`src/rtl/core/isbi_pkg.sv`:
```
package isbi_pkg;

  // Default ring depth and reset value of the retention window.
  localparam int DEPTH_DEFAULT = 32;
  localparam logic [47:0] RETENTION_RESET = 48'd1000000;

  // Number of motion axes per sample and the fixed-point scale.
  localparam int NUM_AXES = 6;
  localparam int FRAC_BITS = 16;
  localparam logic [16:0] ONE_Q16 = 17'h10000;

  // A trim never leaves fewer than this many samples; coverage needs more.
  localparam int MIN_KEEP = 2;

  // Command codes.
  localparam logic [1:0] CMD_ADD   = 2'd0;
  localparam logic [1:0] CMD_TRIM  = 2'd1;
  localparam logic [1:0] CMD_QUERY = 2'd2;

  // Result status codes.
  localparam logic [1:0] ST_OK       = 2'd0;
  localparam logic [1:0] ST_NO_START = 2'd1;
  localparam logic [1:0] ST_NO_END   = 2'd2;

  typedef logic [NUM_AXES-1:0][31:0] motion_t;

  typedef struct packed {
    logic [1:0]         cmd;
    logic [47:0]        timestamp;
    logic [47:0]        window_end;
    logic signed [31:0] accel_x;
    logic signed [31:0] accel_y;
    logic signed [31:0] accel_z;
    logic signed [31:0] gyro_x;
    logic signed [31:0] gyro_y;
    logic signed [31:0] gyro_z;
  } in_item_t;

  typedef struct packed {
    logic [47:0]        out_timestamp;
    logic signed [31:0] out_accel_x;
    logic signed [31:0] out_accel_y;
    logic signed [31:0] out_accel_z;
    logic signed [31:0] out_gyro_x;
    logic signed [31:0] out_gyro_y;
    logic signed [31:0] out_gyro_z;
    logic               is_interpolated;
    logic [1:0]         status;
    logic               last;
  } out_item_t;

  typedef enum logic [1:0] {
    RD_FRONT,
    RD_BACK,
    RD_IDX
  } rd_sel_t;

  typedef enum logic [1:0] {
    SRC_INTERP,
    SRC_STORED,
    SRC_NO_START
  } src_t;

  typedef enum logic [4:0] {
    S_IDLE,
    S_ADD,
    S_TRIM_RD,
    S_TRIM_CHK,
    S_Q_RDF,
    S_Q_RDB,
    S_Q_CHK,
    S_Q_DEC,
    S_LOC_RD,
    S_LOC_CHK,
    S_DIV,
    S_BLEND,
    S_PUSH_INT,
    S_WALK_RD,
    S_WALK_CHK,
    S_END,
    S_FLUSH
  } isbi_state_t;

  typedef enum logic [1:0] {
    DIV_IDLE,
    DIV_PREP,
    DIV_ITER
  } isbi_div_state_t;

  // Commands from the controller to the datapath.
  typedef struct packed {
    logic    latch_in;
    logic    mem_wr;
    logic    rd_en;
    rd_sel_t rd_sel;
    logic    cap_front;
    logic    cap_cov;
    logic    idx_clr;
    logic    idx_inc;
    logic    cap_prev;
    logic    pop;
    logic    div_start;
    logic    blend_start;
    logic    push;
    src_t    push_src;
    logic    flush;
    logic    tgt_end;
  } isbi_cmd_t;

  // Status from the datapath to the controller.
  typedef struct packed {
    logic [1:0] req_cmd;
    logic       trim_hit;
    logic       cov_s;
    logic       cov_e;
    logic       loc_adv;
    logic       idx_lt_cnt;
    logic       walk_ok;
    logic       div_done;
    logic       blend_done;
    logic       can_push;
    logic       out_free;
  } isbi_stat_t;

endpackage

```
`src/rtl/core/isbi_ctrl.sv`:
```
module isbi_ctrl
  import isbi_pkg::*;
(
  input  logic       clk,
  input  logic       rst,
  input  logic       in_valid,
  output logic       in_ready,
  input  isbi_stat_t stat,
  output isbi_cmd_t  cmd
);

  isbi_state_t state, state_next;
  logic        phase_end, phase_end_next;

  // State register; phase_end marks the end-bound half of a query.
  always_ff @(posedge clk) begin
    if (rst) begin
      state     <= S_IDLE;
      phase_end <= 1'b0;
    end else begin
      state     <= state_next;
      phase_end <= phase_end_next;
    end
  end

  // Next state and datapath commands.
  always_comb begin
    state_next     = state;
    phase_end_next = phase_end;
    in_ready       = 1'b0;
    cmd            = '0;
    cmd.tgt_end    = phase_end;
    unique case (state)
      S_IDLE: begin
        in_ready = 1'b1;
        if (in_valid) begin
          cmd.latch_in = 1'b1;
          unique case (stat.req_cmd)
            CMD_ADD:   state_next = S_ADD;
            CMD_TRIM:  state_next = S_TRIM_RD;
            CMD_QUERY: state_next = S_Q_RDF;
            default:   state_next = S_IDLE;
          endcase
        end
      end
      S_ADD: begin
        cmd.mem_wr = 1'b1;
        state_next = S_IDLE;
      end
      S_TRIM_RD: begin
        cmd.rd_en  = 1'b1;
        cmd.rd_sel = RD_FRONT;
        state_next = S_TRIM_CHK;
      end
      S_TRIM_CHK: begin
        if (stat.trim_hit) begin
          cmd.pop    = 1'b1;
          state_next = S_TRIM_RD;
        end else begin
          state_next = S_IDLE;
        end
      end
      S_Q_RDF: begin
        cmd.rd_en  = 1'b1;
        cmd.rd_sel = RD_FRONT;
        state_next = S_Q_RDB;
      end
      S_Q_RDB: begin
        cmd.cap_front = 1'b1;
        cmd.rd_en     = 1'b1;
        cmd.rd_sel    = RD_BACK;
        state_next    = S_Q_CHK;
      end
      S_Q_CHK: begin
        cmd.cap_cov = 1'b1;
        state_next  = S_Q_DEC;
      end
      S_Q_DEC: begin
        if (stat.cov_s) begin
          cmd.idx_clr    = 1'b1;
          phase_end_next = 1'b0;
          state_next     = S_LOC_RD;
        end else if (stat.can_push) begin
          cmd.push     = 1'b1;
          cmd.push_src = SRC_NO_START;
          state_next   = S_FLUSH;
        end
      end
      S_LOC_RD: begin
        cmd.rd_en  = 1'b1;
        cmd.rd_sel = RD_IDX;
        state_next = S_LOC_CHK;
      end
      S_LOC_CHK: begin
        if (stat.loc_adv) begin
          cmd.cap_prev = 1'b1;
          cmd.idx_inc  = 1'b1;
          state_next   = S_LOC_RD;
        end else begin
          cmd.div_start = 1'b1;
          state_next    = S_DIV;
        end
      end
      S_DIV: begin
        if (stat.div_done) begin
          cmd.blend_start = 1'b1;
          state_next      = S_BLEND;
        end
      end
      S_BLEND: begin
        if (stat.blend_done) begin
          state_next = S_PUSH_INT;
        end
      end
      S_PUSH_INT: begin
        if (stat.can_push) begin
          cmd.push     = 1'b1;
          cmd.push_src = SRC_INTERP;
          state_next   = phase_end ? S_FLUSH : S_WALK_RD;
        end
      end
      S_WALK_RD: begin
        if (stat.idx_lt_cnt) begin
          cmd.rd_en  = 1'b1;
          cmd.rd_sel = RD_IDX;
          state_next = S_WALK_CHK;
        end else begin
          state_next = S_END;
        end
      end
      S_WALK_CHK: begin
        if (!stat.walk_ok) begin
          state_next = S_END;
        end else if (stat.can_push) begin
          cmd.push     = 1'b1;
          cmd.push_src = SRC_STORED;
          cmd.idx_inc  = 1'b1;
          state_next   = S_WALK_RD;
        end
      end
      S_END: begin
        if (stat.cov_e) begin
          cmd.idx_clr    = 1'b1;
          phase_end_next = 1'b1;
          state_next     = S_LOC_RD;
        end else begin
          state_next = S_FLUSH;
        end
      end
      S_FLUSH: begin
        if (stat.out_free) begin
          cmd.flush  = 1'b1;
          state_next = S_IDLE;
        end
      end
      default: state_next = S_IDLE;
    endcase
  end

endmodule

```
`config.mk`:
```
export PLATFORM = sky130hd
export DESIGN_NAME = isbi_ctrl
export DESIGN_NICKNAME = d
export VERILOG_FILES = /design/src/rtl/core/isbi_pkg.sv /design/src/rtl/core/isbi_ctrl.sv
export SDC_FILE = /design/constraint.sdc
export NUM_CORES = 1
export LEC_CHECK = 0
export ABC_CLOCK_PERIOD_IN_PS = 5000
export BUFFER_PORTS_ARGS = -buffer_cell sky130_fd_sc_hd__buf_2
export CAP_MARGIN = 5
export CORE_MARGIN = 2
export CORE_UTILIZATION = 49
export DETAILED_ROUTE_END_ITERATION = 12
export HOLD_SLACK_MARGIN = 0.08
export PLACE_DENSITY = 0.83
export REMOVE_ABC_BUFFERS = 1
export SLEW_MARGIN = 0
export SYNTH_ARGS = -nofsm -noshare
export SYNTH_HDL_FRONTEND = slang
export SYNTH_SLANG_ARGS = --single-unit
```
`constraint.sdc`:
```
create_clock -name clk -period 5 [get_ports clk]
set_input_delay 1 -clock clk [delete_from_list [all_inputs] [get_ports clk]]
set_output_delay 1 -clock clk [all_outputs]
set_load 0.02 [all_outputs]
```
==> results of run 1 <==
## sequential cells by signal, indices dropped and copies added, names as in the netlist
signal     cells
phase_end      1
state          5
## power by group
part	internal [mW]	switching, mW
clock network	0.0272	0.0178
logic	0.123	0.163
registers	0.0609	0.0594
total	0.211	0.240
## path summary, 6_finish.rpt
kind / start / to / slack (ps) / depth (start not counted)
worst max-delay path: state[0] / cmd[4] / 2030 / 4
worst min-delay path: phase_end / phase_end / 640 / 2
worst max register to register: state[0] / state[0] / 2940 / 5
worst min register to register: phase_end / phase_end / 640 / 2
## metrics by stage
| stage | std cells | area, µm² | power (mW) | hold slack (ps) |
|---|---|---|---|---|
| finish | 151 | 886 | 0.452 | 635 |
| global route | 151 | 886 | 0.490 | 671 |
| CTS | 151 | 886 | 0.451 | 628 |
| detailed placement | 148 | 863 | 0.405 | 618 |
| global placement | 148 | 863 | 0.398 | 639 |
| floorplan | 100 | 679 | 0.321 | 573 |
## area by class of cell
| cell class | count | area (µm²) |
|---|---|---|
| fillers | 121 | 464 |
| well taps | 15 | 18.8 |
| multi-input cells | 90 | 544 |
| flip-flops and latches | 6 | 120 |
| inverters | 4 | 15.0 |
| clock buffers | 3 | 22.5 |
| repair buffers | 33 | 165 |
## cells in the final DEF, fill, tap and decap left out, types with 2 or more instances in the layout
cell / instances
buf_2: 33
nor2_1: 18
nor3_1: 8
nand2_1: 7
a21oi_1: 6
dfxtp_1: 6
nand3b_1: 5
nand2b_1: 4
nor4_1: 3
inv_1: 3
clkbuf_4: 3
and3_1: 2
a31oi_1: 2
nand3_1: 2
nor3b_1: 2
and2_1: 2
mux2i_1: 2
a22oi_1: 2
a211oi_1: 2
o21ai_0: 2
## Yosys cell counts, types with 2 or more instances
master / count
nor2_1: 18
nor3_1: 8
nand2_1: 7
a21oi_1: 6
dfxtp_1: 6
nand3b_1: 5
buf_2: 4
nand2b_1: 4
clkbuf_1: 3
inv_1: 3
nor4_1: 3
a211oi_1: 2
a22oi_1: 2
a31oi_1: 2
and2_1: 2
and3_1: 2
buf_4: 2
mux2i_1: 2
nand3_1: 2
nor3b_1: 2
o21ai_0: 2
## layer usage
metal	global-route usage	part of all wire
met3	0.0468	0.076
met2	0.367	0.47
met1	0.308	0.43
met5	0	0
met4	0.156	0.023
## cells by family after synthesis
group	after synthesis	synth area share
multiplexers	2	0.0272
XOR/XNOR	1	0.0119
AO/OA/AOI/OAI	25	0.238
AND/OR/NAND/NOR	62	0.462
buffers and inverters	14	0.0985
flip-flops	6	0.163
## worst reg2reg max path, stage by stage, from the launching register on
cell	delay [ps]
dfxtp_1	740
nand2_2	220
o32a_1	380
o31a_1	340
o311a_1	170
nor3_2	140
==> metrics.cfg, run 1 <==
[timing]
drv_slew = 0
period_needed_ps = 2970
tightest_slew_ps = 671
min_period_over_period = 0.594
layout_setup_ws_ps = 2030
slew_headroom = 0.552
fin_tns_setup_ps = 0
finalHoldViolations = 0
timing.fmax_mhz = 336
clock_skew_ps = 0.939
finalSetupViolations = 0
rsz0062_at_grt = false

[global_routing]
grt-ovfl-total = 0
antenna_found_initial = 0
grtUsageTotal = 0.242
grt_first_pass_wirelength_mm = 3.38
grt_pass1_vias = 763
grt_max_degree = 23

[placement]
dpl.hpwl_mm = 1.49
gp_congestion = 0.829
portBuffers = 33
place_worst_setup_slack_ps = 2150

[critical_path]
arrival_ps = 1970
critPathTopFamily = flip-flops
worst_path_max_delay_cell = dfxtp_1
crit_required_ps = 4000
start_kind = flip-flop
worstSetupPathType = reg2out
worstPathMaxFanout = 20
cp_num_buf_inv = 1
crit_path_end_kind = output port
cpPeakStageDelay_ps = 740
crit_path_cell_trace = nand2_2 -> o32a_1 -> nor3b_1 -> buf_2

[flow_run]
cap_violations = 0

[synthesis]
async_flop_share = 0
syn_inst = 110
ys_types = 44
synth-seq-cells = 6
synth_edf_count = 0
yosysWarnings = 0
synth_top_area_cell = dfxtp_1
netlist.area_leader.share = 0.163
ys_top_cells_by_area = dfxtp_1, nor2_1, nor3_1
syn_area_per_cell_um2 = 6.70
synth_area_um2 = 737
synth-main-ff-cell = dfxtp_1
seq_area_frac_synth = 0.163

[cts]
clock_latency_ps = 250
cts-htree-levels = 1
cts_resized = 0
cts.sinks = 6
cts_tree = built
clkTransAtPathRegs_ps = 40
holdBufCountCts = 0
clk_path_buf_depth = 2
root_buffer = clkbuf_4
post-cts-setup-buffer-count = 0
cts_buffers = 3

[die]
pin_count = 34
start_util = 0.546
core-area_um2 = 1350
die_y_um = 42.8
fp.dieArea_um2 = 1830
placementRows = 13
die_w_um = 42.8

[route]
totalWireLength_mm = 2.01
drt_iter0_drc = 25
via_count = 907
postRouteAntennaNets = 0
wire_per_inst_um = 13.3
vias_per_cell = 6.01
dr.pass1.iters = 4
drc = 0

[layout]
fin_util = 0.656
syn_to_final_growth_pct = 20.2
nets = 153
antenna_cells = 0
layout-drive-gt1-share = 0.309

[power_and_ir_drop]
ir_drop_mv = 0.235
power_density_nw_per_um2 = 510
p_leak_nw = 0.400

[run_status]
status = finished clean

[worst_hold_path]
hold_path_class = reg2reg

No activity file was read; power rests on OpenSTA's default activity.
==> inputs of run 2 (changes only) <==
--- a/config.mk
+++ b/config.mk
@@ -5,14 +5,14 @@
 export SDC_FILE = /design/constraint.sdc
 export NUM_CORES = 1
 export LEC_CHECK = 0
-export ABC_CLOCK_PERIOD_IN_PS = 5000
+export ABC_CLOCK_PERIOD_IN_PS = 2630
 export BUFFER_PORTS_ARGS = -buffer_cell sky130_fd_sc_hd__buf_2
 export CAP_MARGIN = 5
 export CORE_MARGIN = 2
-export CORE_UTILIZATION = 49
+export CORE_UTILIZATION = 41
 export DETAILED_ROUTE_END_ITERATION = 12
 export HOLD_SLACK_MARGIN = 0.08
-export PLACE_DENSITY = 0.83
+export PLACE_DENSITY = 0.74
 export REMOVE_ABC_BUFFERS = 1
 export SLEW_MARGIN = 0
 export SYNTH_ARGS = -nofsm -noshare
==> constraint.sdc (replaced) <==
create_clock -name clk -period 2.63 [get_ports clk]
set_input_delay 0.526 -clock clk [delete_from_list [all_inputs] [get_ports clk]]
set_output_delay 0.526 -clock clk [all_outputs]
set_load 0.02 [all_outputs]
==> metrics.cfg, run 2 (same netlist as run 1, synthesis figures left out) <==
[layout]
largest_reg_flops = 5  ; unchanged
regMostFlops = state  ; unchanged
nets = 157  ; was 153
top_regs = state (5), phase_end (1)  ; unchanged
layout_commonest_cell = buf_2  ; unchanged
layout-drive-gt1-share = 0.329  ; was 0.309
layout_common_cells = buf_2, nor2_1, nor3_1  ; unchanged
final_cells = 165  ; was 151
syn_to_final_growth_pct = 26.0  ; was 20.2%
antenna_cells = 0  ; unchanged

[critical_path]
arrival_ps = 1840  ; was 1970 ps
rr_worst_depth = 5  ; unchanged
cpPeakStageDelay_ps = 740  ; about the same
worst_path_max_delay_cell = dfxtp_1  ; unchanged
crit_path_end_kind = output port  ; unchanged
worstSetupPathType = reg2out  ; unchanged
start_kind = flip-flop  ; unchanged
crit_required_ps = 2100  ; was 4000 ps
crit_path_cell_trace = nand2b_1 -> o32a_1 -> nor3b_1 -> buf_2  ; was nand2_2 -> o32a_1 -> nor3b_1 -> buf_2
worstPathMaxFanout = 22  ; was 20

[flow_run]
cap_violations = 0  ; unchanged

[cts]
cts-htree-levels = 1  ; unchanged
root_buffer = clkbuf_4  ; unchanged
cts.sinks = 6  ; unchanged
clkTransAtPathRegs_ps = 40  ; about the same
cts_resized = 0  ; unchanged
holdBufCountCts = 0  ; unchanged
clock_latency_ps = 240  ; was 250 ps
cts_buffers = 3  ; unchanged
post-cts-setup-buffer-count = 0  ; unchanged
clk_path_buf_depth = 2  ; unchanged
cts_tree = built  ; unchanged

[route]
totalWireLength_mm = 2.26  ; was 2.01 mm
vias_per_cell = 5.79  ; was 6.01
drc = 0  ; unchanged
via_count = 956  ; was 907
drt_iter0_drc = 51  ; was 25
postRouteAntennaNets = 0  ; unchanged
wire_per_inst_um = 13.7  ; was 13.3 µm
dr.pass1.iters = 4  ; unchanged

[worst_hold_path]
holdPathStages = 2  ; unchanged
hold_path_class = in2reg  ; was reg2reg

[power_and_ir_drop]
switching_share = 0.527  ; was 0.532
pwr-share-seq = 0.234  ; was 0.266
ir_drop_mv = 0.466  ; was 0.235 mV
p_comb_frac = 0.671  ; was 0.634
power.internal_uw = 417  ; was 211 µW
p_leak_nw = 0.421  ; was 0.400 nW
pwr-share-clk = 0.095  ; was 0.099
finalPower_uw = 881  ; was 452 µW
switchingPower_uw = 464  ; was 240 µW
power_density_nw_per_um2 = 949  ; was 510 nW/µm²

[timing]
tightest_slew_ps = 666  ; was 671 ps
drv_slew = 0  ; unchanged
rsz0062_at_grt = false  ; unchanged
finalSetupViolations = 0  ; unchanged
fin_tns_setup_ps = 0  ; unchanged
slew_headroom = 0.556  ; was 0.552
whs_ps = 539  ; was 635 ps
timing.fmax_mhz = 422
period_needed_ps = 2370
finalHoldViolations = 0  ; unchanged
clock_skew_ps = 1.94  ; was 0.939 ps
min_period_over_period = 0.901

[placement]
portBuffers = 33  ; unchanged
gp_congestion = 0.958  ; was 0.829
dpl.hpwl_mm = 1.74  ; was 1.49 mm
dp_cells = 162  ; was 148

[die]
placementRows = 15  ; was 13
start_util = 0.432  ; was 0.546
die_w_um = 46.4  ; was 42.8 µm
fp.dieArea_um2 = 2150  ; was 1830 µm²
core-area_um2 = 1710  ; was 1350 µm²
die_y_um = 46.4  ; was 42.8 µm
pin_count = 34  ; unchanged

[global_routing]
grt_first_pass_wirelength_mm = 3.48  ; was 3.38 mm
grt_max_degree = 23  ; unchanged
grtUsageTotal = 0.225  ; was 0.242
antenna_found_initial = 0  ; unchanged
grt-ovfl-total = 0  ; unchanged
grt_pass1_vias = 807  ; was 763

[run_status]
status = finished clean  ; unchanged

[run 2: through the flow]
step                setup WS, ps  cell area [µm²]  utilization
floorplan                    443              679            -
global placement             602              906        0.530
detailed placement           544              906        0.530
CTS                          276              928        0.544
global route                 113              928        0.544
finish                       259              928        0.544
[run 2: final timing paths]
check | from | to | slack [ps]
hold / removal | rst | state[0] | 540
hold reg to reg | phase_end | phase_end | 660
setup / recovery | state[3] | cmd[4] | 260
setup reg to reg | state[3] | state[3] | 670
[run 2: worst max-delay path, delay by kind of cell (launching register included)]
kind	cells	cell delay [ps]
AO/OA/AOI/OAI	1	250
buffers and inverters	1	200
flip-flops	1	740
AND/OR/NAND/NOR	2	420
[run 2: power by group through the flow]
stage	Combinational [mW]	Clock [mW]	Sequential [mW]
detailed placement	0.583	0	0.204
floorplan	0.412	0	0.199
CTS	0.586	0.0856	0.202
global route	0.650	0.0938	0.214
finish	0.591	0.0841	0.206
global placement	0.574	0	0.202
[run 2: layout make-up]
type	instances	area, µm²
Fill cell	172	779
Multi-Input combinational cell	90	544
Timing Repair Buffer	37	195
Sequential cell	6	120
Tap cell	25	31.3
Clock buffer	3	22.5
Inverter	4	15.0
[run 2: per-layer routing]
metal  up-vias  wire length [µm]  GRT usage
li1        460                 -          -
met1       437               979      0.300
met2        59              1060      0.364
met3         0               218     0.0510
met4         0                 0     0.0571
met5         -                 0          0
